[src/rtl/core/assert_macros.svh]
// Assertion macros shared by the RTL files that carry checks.
`ifndef ASSERT_MACROS_SVH
`define ASSERT_MACROS_SVH

// Condition must hold on every clock edge outside reset.
`define ASSERT_ALWAYS(lbl, clk, rstn, expr) \
    lbl: assert property (@(posedge clk) disable iff (!rstn) (expr)) \
        else $error("%m: check failed");

// When the antecedent holds, the consequent must hold in the next cycle.
`define ASSERT_NEXT(lbl, clk, rstn, ante, cons) \
    lbl: assert property (@(posedge clk) disable iff (!rstn) (ante) |=> (cons)) \
        else $error("%m: check failed");

`endif

[src/rtl/core/ssms_pkg.sv]
// Types, constants and helpers for the sonar sweep median/spread block.
package ssms_pkg;

    localparam int POS_W        = 2;
    localparam int NUM_POS      = 3;
    localparam int SAMPLE_COUNT = 3;
    localparam int RANGE_W      = 12;
    localparam int SPREAD_W     = 23;
    localparam int ANGLE_W      = 8;
    localparam int CFG_IDX_W    = 2;

    typedef logic [POS_W-1:0]     pos_t;
    typedef logic [1:0]           phase_t;
    typedef logic [ANGLE_W-1:0]   angle_t;
    typedef logic [RANGE_W-1:0]   range_t;
    typedef logic [SPREAD_W-1:0]  spread_t;
    typedef logic [CFG_IDX_W-1:0] cfg_idx_t;

    // Configuration register indexes
    typedef enum logic [CFG_IDX_W-1:0] {
        CFG_ANGLE_POS0 = 2'd0,
        CFG_ANGLE_POS1 = 2'd1,
        CFG_ANGLE_POS2 = 2'd2
    } cfg_reg_t;

    // Scan positions
    localparam pos_t POS_ZERO = 2'd0;
    localparam pos_t POS_ONE  = 2'd1;
    localparam pos_t POS_TWO  = 2'd2;

    // Phase that maps back to the middle position on the return sweep
    localparam phase_t PHASE_RETURN = 2'd3;

    // Servo angle defaults
    localparam angle_t ANGLE_POS0_RESET = 8'd120;
    localparam angle_t ANGLE_POS1_RESET = 8'd90;
    localparam angle_t ANGLE_POS2_RESET = 8'd60;

    // Ping-pong sweep: phases 0,1,2,3 visit positions 0,1,2,1
    function automatic pos_t phase_to_pos(phase_t ph);
        pos_t p;
        p = (ph == PHASE_RETURN) ? POS_ONE : pos_t'(ph);
        return p;
    endfunction

endpackage

[src/rtl/core/ssms_sample_if.sv]
// Sample channel: three range samples per transaction.
interface ssms_sample_if #(
    parameter int SAMPLE_BITS = 12
);
    logic                   valid;
    logic                   ready;
    logic [SAMPLE_BITS-1:0] sample_a;
    logic [SAMPLE_BITS-1:0] sample_b;
    logic [SAMPLE_BITS-1:0] sample_c;

    modport source (output valid, output sample_a, output sample_b, output sample_c,
                    input ready);
    modport sink   (input valid, input sample_a, input sample_b, input sample_c,
                    output ready);
endinterface

[src/rtl/core/ssms_result_if.sv]
// Result channel: median, spread, next servo angle and stored medians.
interface ssms_result_if;
    logic              valid;
    logic              ready;
    ssms_pkg::pos_t    measured_position;
    ssms_pkg::range_t  median_distance;
    ssms_pkg::spread_t spread_variance;
    ssms_pkg::angle_t  servo_angle;
    ssms_pkg::range_t  range_pos0;
    ssms_pkg::range_t  range_pos1;
    ssms_pkg::range_t  range_pos2;

    modport source (output valid, output measured_position, output median_distance,
                    output spread_variance, output servo_angle, output range_pos0,
                    output range_pos1, output range_pos2, input ready);
    modport sink   (input valid, input measured_position, input median_distance,
                    input spread_variance, input servo_angle, input range_pos0,
                    input range_pos1, input range_pos2, output ready);
endinterface

[src/rtl/core/ssms_cfg_if.sv]
// Configuration write channel: register index and write data.
interface ssms_cfg_if;
    logic               valid;
    logic               ready;
    ssms_pkg::cfg_idx_t index;
    ssms_pkg::angle_t   data;

    modport source (output valid, output index, output data, input ready);
    modport sink   (input valid, input index, input data, output ready);
endinterface

[src/rtl/core/sonar_sweep_median_spread_top.sv]
// Sonar sweep median/spread: top level with the full datapath.
//
// Channels: samples (sink) takes three range samples per transaction,
// results (source) gives one result per accepted transaction, cfg (sink)
// writes the three servo angle registers and is always ready.
// Datapath: input register, mean stage, squared-deviation stage, then a
// divide-by-three on the squared sum into the result register. The scan
// phase and the stored medians update when an item enters the result
// register, so results come out in acceptance order.
// Throughput: one transaction per cycle, set by the four-register pipeline
// that advances every cycle the result register is free or being taken.
// Stall: when results.ready is low the pipeline fills; samples.ready drops
// only once every stage holds an item.
// Reset: pipeline empties, scan phase returns to position zero, stored
// medians clear, servo angles go to 120, 90 and 60 degrees.
`include "assert_macros.svh"

module sonar_sweep_median_spread_top #(
    parameter int SAMPLE_BITS = 12
) (
    input  logic           clk,
    input  logic           rst_n,
    ssms_sample_if.sink    samples,
    ssms_result_if.source  results,
    ssms_cfg_if.sink       cfg
);

    localparam int SB          = SAMPLE_BITS;
    localparam int SUM_W       = SB + 2;
    localparam int MEAN_SHIFT  = SUM_W + 2;
    localparam int MEAN_M_W    = SUM_W + 1;
    localparam int MEAN_PROD_W = SUM_W + MEAN_M_W;
    localparam int SQ_W        = 2 * SB;
    localparam int SP_SUM_W    = SQ_W + 2;
    localparam int SP_SHIFT    = SP_SUM_W + 2;
    localparam int SP_M_W      = SP_SUM_W + 1;
    localparam int SP_PROD_W   = SP_SUM_W + SP_M_W;
    localparam logic [MEAN_M_W-1:0] MEAN_RECIP =
        MEAN_M_W'((64'd1 << MEAN_SHIFT) / 64'd3);
    localparam logic [SP_M_W-1:0] SP_RECIP =
        SP_M_W'((64'd1 << SP_SHIFT) / 64'd3);

    // Pipeline flow control
    logic s1_vld_reg, s2_vld_reg, s3_vld_reg, res_vld_reg;
    logic out_free, s3_free, s2_free, s1_free, in_fire, s3_go;

    assign out_free      = !res_vld_reg || results.ready;
    assign s3_free       = !s3_vld_reg || out_free;
    assign s2_free       = !s2_vld_reg || s3_free;
    assign s1_free       = !s1_vld_reg || s2_free;
    assign samples.ready = s1_free;
    assign in_fire       = samples.valid && s1_free;
    assign s3_go         = s3_vld_reg && out_free;

    always_ff @(posedge clk or negedge rst_n)
    begin
        if (!rst_n)
        begin
            s1_vld_reg  <= 1'b0;
            s2_vld_reg  <= 1'b0;
            s3_vld_reg  <= 1'b0;
            res_vld_reg <= 1'b0;
        end
        else
        begin
            if (s1_free)
                s1_vld_reg <= samples.valid;
            if (s2_free)
                s2_vld_reg <= s1_vld_reg;
            if (s3_free)
                s3_vld_reg <= s2_vld_reg;
            if (out_free)
                res_vld_reg <= s3_vld_reg;
        end
    end

    // Stage 1: input register
    logic [SB-1:0] s1_a_reg, s1_b_reg, s1_c_reg;

    always_ff @(posedge clk)
    begin
        if (in_fire)
        begin
            s1_a_reg <= samples.sample_a;
            s1_b_reg <= samples.sample_b;
            s1_c_reg <= samples.sample_c;
        end
    end

    // Truncated mean by reciprocal multiply plus one correction step
    logic [SUM_W-1:0]       s1_sum;
    logic [MEAN_PROD_W-1:0] s1_mean_prod;
    logic [SB-1:0]          s1_mean_est;
    logic [SUM_W-1:0]       s1_mean_rem;
    logic [SB-1:0]          s1_mean;

    assign s1_sum       = SUM_W'(s1_a_reg) + SUM_W'(s1_b_reg) + SUM_W'(s1_c_reg);
    assign s1_mean_prod = MEAN_PROD_W'(s1_sum) * MEAN_PROD_W'(MEAN_RECIP);
    assign s1_mean_est  = SB'(s1_mean_prod >> MEAN_SHIFT);
    assign s1_mean_rem  = s1_sum - (SUM_W'(s1_mean_est) + (SUM_W'(s1_mean_est) << 1));
    assign s1_mean      = (s1_mean_rem >= SUM_W'(ssms_pkg::SAMPLE_COUNT))
                          ? s1_mean_est + SB'(1) : s1_mean_est;

    // Median of three: max(min(a,b), min(max(a,b),c))
    logic [SB-1:0] s1_lo, s1_hi, s1_mid, s1_median;

    assign s1_lo     = (s1_a_reg > s1_b_reg) ? s1_b_reg : s1_a_reg;
    assign s1_hi     = (s1_a_reg > s1_b_reg) ? s1_a_reg : s1_b_reg;
    assign s1_mid    = (s1_hi > s1_c_reg) ? s1_c_reg : s1_hi;
    assign s1_median = (s1_lo > s1_mid) ? s1_lo : s1_mid;

    // Stage 2: samples, mean and median
    logic [SB-1:0] s2_a_reg, s2_b_reg, s2_c_reg, s2_mean_reg, s2_median_reg;

    always_ff @(posedge clk)
    begin
        if (s1_vld_reg && s2_free)
        begin
            s2_a_reg      <= s1_a_reg;
            s2_b_reg      <= s1_b_reg;
            s2_c_reg      <= s1_c_reg;
            s2_mean_reg   <= s1_mean;
            s2_median_reg <= s1_median;
        end
    end

    // Squared deviations from the mean
    logic [SB-1:0]       s2_dev_a, s2_dev_b, s2_dev_c;
    logic [SQ_W-1:0]     s2_sq_a, s2_sq_b, s2_sq_c;
    logic [SP_SUM_W-1:0] s2_sq_sum;

    assign s2_dev_a  = (s2_a_reg >= s2_mean_reg) ? s2_a_reg - s2_mean_reg
                                                 : s2_mean_reg - s2_a_reg;
    assign s2_dev_b  = (s2_b_reg >= s2_mean_reg) ? s2_b_reg - s2_mean_reg
                                                 : s2_mean_reg - s2_b_reg;
    assign s2_dev_c  = (s2_c_reg >= s2_mean_reg) ? s2_c_reg - s2_mean_reg
                                                 : s2_mean_reg - s2_c_reg;
    assign s2_sq_a   = SQ_W'(s2_dev_a) * SQ_W'(s2_dev_a);
    assign s2_sq_b   = SQ_W'(s2_dev_b) * SQ_W'(s2_dev_b);
    assign s2_sq_c   = SQ_W'(s2_dev_c) * SQ_W'(s2_dev_c);
    assign s2_sq_sum = SP_SUM_W'(s2_sq_a) + SP_SUM_W'(s2_sq_b) + SP_SUM_W'(s2_sq_c);

    // Stage 3: squared sum and median
    logic [SP_SUM_W-1:0] s3_sq_sum_reg;
    logic [SB-1:0]       s3_median_reg;

    always_ff @(posedge clk)
    begin
        if (s2_vld_reg && s3_free)
        begin
            s3_sq_sum_reg <= s2_sq_sum;
            s3_median_reg <= s2_median_reg;
        end
    end

    // Spread: squared sum over three, reciprocal multiply plus correction
    logic [SP_PROD_W-1:0] s3_sp_prod;
    logic [SQ_W-1:0]      s3_sp_est;
    logic [SP_SUM_W-1:0]  s3_sp_rem;
    logic [SQ_W-1:0]      s3_spread;

    assign s3_sp_prod = SP_PROD_W'(s3_sq_sum_reg) * SP_PROD_W'(SP_RECIP);
    assign s3_sp_est  = SQ_W'(s3_sp_prod >> SP_SHIFT);
    assign s3_sp_rem  = s3_sq_sum_reg
                        - (SP_SUM_W'(s3_sp_est) + (SP_SUM_W'(s3_sp_est) << 1));
    assign s3_spread  = (s3_sp_rem >= SP_SUM_W'(ssms_pkg::SAMPLE_COUNT))
                        ? s3_sp_est + SQ_W'(1) : s3_sp_est;

    // Scan position, median store and servo angle lookup
    ssms_pkg::phase_t phase_reg, phase_next;
    ssms_pkg::pos_t   cur_pos, next_pos;
    ssms_pkg::range_t med_trunc;
    ssms_pkg::range_t median_store_reg  [ssms_pkg::NUM_POS];
    ssms_pkg::range_t median_store_next [ssms_pkg::NUM_POS];
    ssms_pkg::angle_t angle_reg         [ssms_pkg::NUM_POS];

    assign phase_next = phase_reg + 2'd1;
    assign cur_pos    = ssms_pkg::phase_to_pos(phase_reg);
    assign next_pos   = ssms_pkg::phase_to_pos(phase_next);
    assign med_trunc  = ssms_pkg::RANGE_W'(s3_median_reg);

    always_comb
    begin
        for (int i = 0; i < ssms_pkg::NUM_POS; i++)
        begin
            median_store_next[i] = (cur_pos == ssms_pkg::POS_W'(i)) ? med_trunc
                                                                    : median_store_reg[i];
        end
    end

    always_ff @(posedge clk or negedge rst_n)
    begin
        if (!rst_n)
        begin
            phase_reg <= '0;
            for (int i = 0; i < ssms_pkg::NUM_POS; i++)
            begin
                median_store_reg[i] <= '0;
            end
        end
        else if (s3_go)
        begin
            phase_reg <= phase_next;
            for (int i = 0; i < ssms_pkg::NUM_POS; i++)
            begin
                median_store_reg[i] <= median_store_next[i];
            end
        end
    end

    // Configuration writes; indexes past the last register are dropped
    assign cfg.ready = 1'b1;

    always_ff @(posedge clk or negedge rst_n)
    begin
        if (!rst_n)
        begin
            angle_reg[ssms_pkg::POS_ZERO] <= ssms_pkg::ANGLE_POS0_RESET;
            angle_reg[ssms_pkg::POS_ONE]  <= ssms_pkg::ANGLE_POS1_RESET;
            angle_reg[ssms_pkg::POS_TWO]  <= ssms_pkg::ANGLE_POS2_RESET;
        end
        else if (cfg.valid)
        begin
            case (cfg.index)
                ssms_pkg::CFG_ANGLE_POS0: angle_reg[ssms_pkg::POS_ZERO] <= cfg.data;
                ssms_pkg::CFG_ANGLE_POS1: angle_reg[ssms_pkg::POS_ONE]  <= cfg.data;
                ssms_pkg::CFG_ANGLE_POS2: angle_reg[ssms_pkg::POS_TWO]  <= cfg.data;
                default: ;
            endcase
        end
    end

    // Result register
    ssms_pkg::pos_t    res_pos_reg;
    ssms_pkg::range_t  res_median_reg;
    ssms_pkg::spread_t res_spread_reg;
    ssms_pkg::angle_t  res_angle_reg;
    ssms_pkg::range_t  res_range0_reg, res_range1_reg, res_range2_reg;

    always_ff @(posedge clk)
    begin
        if (s3_go)
        begin
            res_pos_reg    <= cur_pos;
            res_median_reg <= med_trunc;
            res_spread_reg <= ssms_pkg::SPREAD_W'(s3_spread);
            res_angle_reg  <= angle_reg[next_pos];
            res_range0_reg <= median_store_next[ssms_pkg::POS_ZERO];
            res_range1_reg <= median_store_next[ssms_pkg::POS_ONE];
            res_range2_reg <= median_store_next[ssms_pkg::POS_TWO];
        end
    end

    assign results.valid             = res_vld_reg;
    assign results.measured_position = res_pos_reg;
    assign results.median_distance   = res_median_reg;
    assign results.spread_variance   = res_spread_reg;
    assign results.servo_angle       = res_angle_reg;
    assign results.range_pos0        = res_range0_reg;
    assign results.range_pos1        = res_range1_reg;
    assign results.range_pos2        = res_range2_reg;

    // Checks
    `ASSERT_NEXT(a_phase_step, clk, rst_n, s3_go, phase_reg == ssms_pkg::phase_t'($past(phase_reg) + 2'd1))
    `ASSERT_ALWAYS(a_own_range, clk, rst_n, !results.valid || results.measured_position != ssms_pkg::POS_ZERO || results.range_pos0 == results.median_distance)
    `ASSERT_NEXT(a_s2_hold, clk, rst_n, s2_vld_reg && !s3_free, s2_vld_reg && $stable(s2_median_reg))

endmodule

[src/flat_wrapper.sv]
// flat-port wrapper written by rule: the top's interface ports become plain ports
module sonar_sweep_median_spread_top_flat 
#(
    parameter int SAMPLE_BITS = 12
)
  (clk, rst_n, samples_valid, samples_sample_a, samples_sample_b, samples_sample_c, samples_ready, results_valid, results_measured_position, results_median_distance, results_spread_variance, results_servo_angle, results_range_pos0, results_range_pos1, results_range_pos2, results_ready, cfg_valid, cfg_index, cfg_data, cfg_ready);
  ssms_sample_if #(.SAMPLE_BITS(SAMPLE_BITS)) samples_i ();
  ssms_result_if results_i ();
  ssms_cfg_if cfg_i ();
  input  logic clk;
  input  logic rst_n;
  input wire logic [$bits(samples_i.valid)-1:0] samples_valid;
  input wire logic [$bits(samples_i.sample_a)-1:0] samples_sample_a;
  input wire logic [$bits(samples_i.sample_b)-1:0] samples_sample_b;
  input wire logic [$bits(samples_i.sample_c)-1:0] samples_sample_c;
  output wire logic [$bits(samples_i.ready)-1:0] samples_ready;
  output wire logic [$bits(results_i.valid)-1:0] results_valid;
  output wire logic [$bits(results_i.measured_position)-1:0] results_measured_position;
  output wire logic [$bits(results_i.median_distance)-1:0] results_median_distance;
  output wire logic [$bits(results_i.spread_variance)-1:0] results_spread_variance;
  output wire logic [$bits(results_i.servo_angle)-1:0] results_servo_angle;
  output wire logic [$bits(results_i.range_pos0)-1:0] results_range_pos0;
  output wire logic [$bits(results_i.range_pos1)-1:0] results_range_pos1;
  output wire logic [$bits(results_i.range_pos2)-1:0] results_range_pos2;
  input wire logic [$bits(results_i.ready)-1:0] results_ready;
  input wire logic [$bits(cfg_i.valid)-1:0] cfg_valid;
  input wire logic [$bits(cfg_i.index)-1:0] cfg_index;
  input wire logic [$bits(cfg_i.data)-1:0] cfg_data;
  output wire logic [$bits(cfg_i.ready)-1:0] cfg_ready;
  assign samples_i.valid = samples_valid;
  assign samples_i.sample_a = samples_sample_a;
  assign samples_i.sample_b = samples_sample_b;
  assign samples_i.sample_c = samples_sample_c;
  assign samples_ready = samples_i.ready;
  assign results_valid = results_i.valid;
  assign results_measured_position = results_i.measured_position;
  assign results_median_distance = results_i.median_distance;
  assign results_spread_variance = results_i.spread_variance;
  assign results_servo_angle = results_i.servo_angle;
  assign results_range_pos0 = results_i.range_pos0;
  assign results_range_pos1 = results_i.range_pos1;
  assign results_range_pos2 = results_i.range_pos2;
  assign results_i.ready = results_ready;
  assign cfg_i.valid = cfg_valid;
  assign cfg_i.index = cfg_index;
  assign cfg_i.data = cfg_data;
  assign cfg_ready = cfg_i.ready;
  sonar_sweep_median_spread_top #(.SAMPLE_BITS(SAMPLE_BITS)) u_core (.clk(clk), .rst_n(rst_n), .samples(samples_i), .results(results_i), .cfg(cfg_i));
endmodule
[config.mk]
export PLATFORM = sky130hd
export DESIGN_NAME = sonar_sweep_median_spread_top_flat
export DESIGN_NICKNAME = d
export VERILOG_FILES = /design/src/rtl/core/ssms_pkg.sv /design/src/rtl/core/ssms_sample_if.sv /design/src/rtl/core/ssms_result_if.sv /design/src/rtl/core/ssms_cfg_if.sv /design/src/rtl/core/sonar_sweep_median_spread_top.sv /design/src/flat_wrapper.sv
export VERILOG_INCLUDE_DIRS = /design/src /design/src/rtl/core
export SDC_FILE = /design/constraint.sdc
export NUM_CORES = 2
export LEC_CHECK = 0
export ABC_AREA = 1
export BUFFER_PORTS_ARGS = -buffer_cell sky130_fd_sc_hd__buf_4
export CAP_MARGIN = 25
export CORE_MARGIN = 10
export CORE_UTILIZATION = 25
export CTS_BUF_LIST = sky130_fd_sc_hd__clkbuf_4 sky130_fd_sc_hd__clkbuf_8 sky130_fd_sc_hd__clkbuf_16
export DETAILED_ROUTE_END_ITERATION = 6
export PLACE_DENSITY = 0.37
export SLEW_MARGIN = 10
export SYNTH_ARGS = -nofsm -noshare
export SYNTH_HDL_FRONTEND = slang
export SYNTH_SLANG_ARGS = --single-unit
[constraint.sdc]
create_clock -name clk -period 27.9 [get_ports clk]
set_clock_uncertainty 0.2 [all_clocks]
set_input_delay 2.79 -clock clk [delete_from_list [all_inputs] [get_ports clk]]
set_output_delay 2.79 -clock clk [all_outputs]
set_load 0.01 [all_outputs]
# --- After elaboration in Yosys (flattened, before gate mapping) ---
# Cells that the tools add are included.
word_totals:
  regBits: 281
  output_inout_bits: 84
classes:
  mul: 5
  n_bitwise: 1
  n_reduce_logical: 17
  magnitude_cmp: 9
  add_sub_neg: 17
  n_mux: 17
  eq_ne: 6
op_table:
  columns: ["cell", "count"]
  rows:
  - ["12-bit 2-to-1 mux", 11]
  - ["12-bit by 12-bit multiplier with 24-bit output", 3]
  - ["12-bit subtractor", 6]
  - ["26-bit by 27-bit multiplier with 52-bit output, second input constant", 1]
  - ["12-bit >= comparator", 3]
  - ["12-bit greater-than comparator", 3]
  - ["14-bit by 15-bit multiplier with 28-bit output, second input constant", 1]
  - ["24-bit by 25-bit adder with 26-bit output", 1]
  - ["26-bit by 24-bit adder with 26-bit output", 1]
  - ["26-bit by 2-bit >= comparator with 1-bit output, second input constant", 1]
  - ["26-bit subtractor", 1]
  - ["24-bit by 24-bit adder with 25-bit output", 1]
  - ["23-bit by 1-bit adder with 23-bit output, second input constant", 1]
  - ["23-bit 2-to-1 mux", 1]
  - ["8-bit binary-select mux with 2-bit select", 1]
  - ["8-bit 2-to-1 mux", 2]
  - ["12-bit by 13-bit adder with 14-bit output", 1]
  - ["14-bit by 12-bit adder with 14-bit output", 1]
  - ["14-bit by 2-bit >= comparator with 1-bit output, second input constant", 1]
  - ["14-bit subtractor", 1]
  - ["12-bit by 12-bit adder with 13-bit output", 1]
  - ["12-bit by 1-bit adder with 12-bit output, second input constant", 1]
  - ["2-bit equality test, second input constant", 4]
  - ["2-bit AND reduction", 3]
  - ["9 further kinds", 21]

# --- Depth between registers and ports, before layout ---
depth:
  word_depth: 7
  depth_mapped: 63

# --- Worst setup path before layout ---
# Ideal clock, no wire load.
synth_path:
  path_type: "register to register"
  from: "register u_core.s2_mean_reg[1]"
  to: "register u_core.s3_sq_sum_reg[17], data pin"
  setup_ns: 0.259
  path_slack_ns: 17.216
  synth_period_minus_slack_ns: 10.684
  arrival_time_ns: 10.225
  stages_incl_launch_ff: 45
  path_cell_list: "edfxtp_1 -> inv_1 -> fa_1 -> nand2_1 -> nand2_1 -> nand3_1 -> nand3_1 -> nor2_1 -> buf_2 -> nand2_1 -> nand2_1 -> buf_4 -> nor2_1 -> fa_1 -> inv_1 -> fa_1 -> fa_1 -> inv_1 -> (+9 left out) -> o21ai_0 -> a21oi_1 -> xnor2_1 -> fa_1 -> fa_1 -> inv_1 -> fa_1 -> inv_1 -> fa_1 -> ha_1 -> nand2_1 -> nor2_1 -> o21ai_0 -> nand2_1 -> a31oi_1 -> o21ai_0 -> a21oi_1 -> xnor2_1"
synth_via:
  elab_chain_cells: 5
  word_cells_on_any_way: 17
  classes_between: "add/sub: 8; mul: 3; order compare: 3; mux: 3"
synth_lines:
  columns: ["item", "line_no", "text"]
  rows:
  - ["start: declaration", "sonar_sweep_median_spread_top.sv:113", "logic [SB-1:0] s2_a_reg, s2_b_reg, s2_c_reg, s2_mean_reg, s2_median_reg;"]
  - ["start signal: assignment", "sonar_sweep_median_spread_top.sv:122", "s2_mean_reg <= s1_mean;"]
  - ["12-bit subtractor (tied with other cells)", "sonar_sweep_median_spread_top.sv:133", ": s2_mean_reg - s2_a_reg;"]
  - ["12-bit 2-to-1 mux, on equally long branches", "sonar_sweep_median_spread_top.sv:132, sonar_sweep_median_spread_top.sv:134", null]
  - ["12-bit by 12-bit multiplier with 24-bit output, on equally long branches", "sonar_sweep_median_spread_top.sv:138, sonar_sweep_median_spread_top.sv:139", null]
  - ["24-bit by 24-bit adder with 25-bit output", "sonar_sweep_median_spread_top.sv:141", "assign s2_sq_sum = SP_SUM_W'(s2_sq_a) + SP_SUM_W'(s2_sq_b) + SP_SUM_W'(s2_sq_c);"]
  - ["26-bit by 24-bit adder with 26-bit output *", "sonar_sweep_median_spread_top.sv:141", null]
  - ["net u_core.s2_sq_sum[17]", "sonar_sweep_median_spread_top.sv:130", "logic [SP_SUM_W-1:0] s2_sq_sum;"]
  - ["end signal: assignment", "sonar_sweep_median_spread_top.sv:151", "s3_sq_sum_reg <= s2_sq_sum;"]
  - ["end: declaration", "sonar_sweep_median_spread_top.sv:144", "logic [SP_SUM_W-1:0] s3_sq_sum_reg;"]
# Mark *: on every way through the listed nets, which the timed path passes. The rest lies on a longest branch.
# A chain may end at the register's enable or synchronous reset.

# --- Worst setup path after layout ---
# Ends and elaborated chain as after synthesis.

==> run_results.csv <==
group,metric,value,unit
synthesis,yosysTopAreaCellShare,23.87,%
synthesis,ys_warn_count,0,
clocking,cts_num_sinks,281,
final_layout,fill_cells,19470,
global_routing,grt_max_degree,67,
synthesis,synth_cell_type_count,61,
placed_design,port_buffers,133,
synthesis,syn_area,44700,um^2
global_routing,met1_usage,19.98,%
clocking,clk_pin_slew,0.06,ns
sta,worstMarginPinSlew,0.9363,ns
floorplanning,ioPinCount,135,
critical_path,critPathArrivalTime,12.88,ns
global_routing,first_global_vias,36370,
sta,setup_slack,15.17,ns
floorplanning,start_util,25.11,%
global_routing,met2_usage,22.90,%
final_layout,final_common_cell,"inv_1",
clocking,cts_made_buffers,38,
synthesis,synth_fp_nets,6706,
critical_path,startpoint_type,"flop",
synthesis,yosysTopAreaCell,"fa_1",
sta,tns,0,ns
final_layout,nNetsFinal,6809,
drt,wirelength,139600,um
placed_design,pre_cts_ws,15.17,ns
clocking,holdBufCountCts,0,
synthesis,synth-async-reset-ratio,23.49,%
final_layout,drive_gt1_share,5.631,%
final_layout,largest_reg_flops,36,
critical_path,worst-setup-path-type,"reg -> reg",
outcome,status,"completed",
sta,hold_viol_final,0,
floorplanning,die-area,196100,um^2
sta,fin_crit,12.73,ns
drt,vias,34600,
critical_path,cpMaxStageDelayCell,"a21oi_1",
clocking,cts_tree,"built",
placed_design,dp_hpwl,121400,um
sta,grt_setup_unrepaired,"no",
floorplanning,die_h,442.9,um
global_routing,grt-busiest-layer,"met2",
drt,ant_nets,0,
synthesis,synth_edf_count,215,
clocking,htree_levels,2,
critical_path,cp.required,28.05,ns
global_routing,grt_pass1_wl,218200,um
drt,drc,0,
critical_path,max_stage_delay,0.58,ns
global_routing,gr-usage-met3,2.399,%
final_layout,final_cell_mix,"inv_1, nand2_1, ha_1, fa_1, nor2_1",
synthesis,yosysSeqAreaShare,18.17,%
drt,via_per_inst,4.332,
clocking,ctsRootBufferMaster,"clkbuf_16",
critical_path,end_kind,"flop",
global_routing,overflow,0,
final_layout,fin_cells,7986,
synthesis,syn_avg_cell_area,8.128,um^2
final_layout,area_growth,10.91,%
run,maxCapViolCount,0,
critical_path,critPathMaxFanout,12,
floorplanning,rows,155,
clocking,postCtsSetupBuffers,0,
placed_design,placed_cells,7916,
drt,initialDrtViolationCount,1917,
clocking,cts.path.max_buffers,3,
synthesis,synth_area_leaders,"fa_1, ha_1, edfxtp_1",
drt,post_drt_wl_per_cell,17.48,um
global_routing,antenna_found_initial,2,
min_path,min_path_type,"reg -> reg",
sta,relSlewSlack,37.43,%
floorplanning,dieWidth,442.9,um
sta,fmax,0.07854,GHz
clocking,insertion_delay,0.64,ns
synthesis,syn_inst,5500,
drt,drt-pass1-iter-count,5,
sta,finalSetupViolations,0,
critical_path,path_common_cell,"fa_1",
sta,slew_viol_final,0,
synthesis,yosys_register_bits,281,
global_routing,grt_usage,14.18,%
synthesis,synth_ff_type,"edfxtp_1",
sta,finalCritPeriodShare,45.64,%
clocking,cts_resized,0,
placed_design,gp_congestion,0.8657,
floorplanning,core-area,178000,um^2
synthesized netlist by cell type (32+ instances only):
library cell / instances
nand2_1: 1089
o21ai_0: 257
xor2_1: 112
clkbuf_1: 32
edfxtp_1: 215
o21bai_1: 34
nor2_1: 434
ha_1: 622
dfrtp_1: 54
a21oi_1: 270
inv_1: 1245
nand4_1: 90
xnor2_1: 46
nand3_1: 170
fa_1: 533
metrics by stage:
step                hold WS [ns]  cell area [um^2]  utilization [%]
finish                    0.2185             49580            27.85
global route              0.2217             49580            27.85
CTS                       0.2184             49530            27.82
detailed placement        0.2057             48310            27.14
global placement          0.2048             48280            27.12
floorplan                 0.2003             44700                -
per-layer routing:
metal  vias to the layer above  wire length [um]
li1                      17370                 -
met1                     16620             68080
met2                       511             63160
met3                        95              5986
met4                         2              2322
met5                         -                12
area by class of cell:
class	count	area, um^2	share of cell area [%]
antenna	1	2.502	0.005047
sequential	281	8123	16.38
clock buffer	53	1095	2.208
tap	2355	2947	5.943
clock inverter	14	126.4	0.2549
multi-input combinational	3867	31370	63.28
inverter	1268	4760	9.600
timing repair buffer	147	1151	2.322
logic make-up after synthesis:
| logic type | Yosys count | synth area share (%) |
|---|---|---|
| other | 1 | 0.008389 |
| XOR/XNOR | 159 | 3.146 |
| adder cells (fa/ha/maj) | 1155 | 41.28 |
| AO/OA/AOI/OAI | 649 | 7.910 |
| AND/OR/NAND/NOR | 1903 | 17.81 |
| flip-flops | 281 | 18.17 |
| buffers and inverters | 1352 | 11.68 |
path summary, 6_finish.rpt:
path	start	end	slack [ns]	cells after the start
setup / recovery	u_core.s2_mean_reg[1]	u_core.s3_sq_sum_reg[17]	15.17	42
hold / removal	u_core.s2_median_reg[9]	u_core.med_trunc[9]	0.22	0
setup reg to reg	u_core.s2_mean_reg[1]	u_core.s3_sq_sum_reg[17]	15.17	42
hold reg to reg	u_core.s2_median_reg[9]	u_core.med_trunc[9]	0.22	0
max in group asynchronous	rst_n	u_core.median_store_reg[31]	25.08	2
min in group asynchronous	rst_n	u_core.angle_reg[16]	1.82	1
worst max-delay path: cells and delay by family, from the launching register on:
kind	cells	cell delay, ns
buf+inv	9	1.33
simple gates	9	1.16
fa+ha+maj	14	6.41
flops	1	0.56
compound gates	8	2.30
xor+xnor	2	0.49
Power is not shown: default switching activity piles up to over one toggle a cycle in this logic, so the estimate is an artifact.
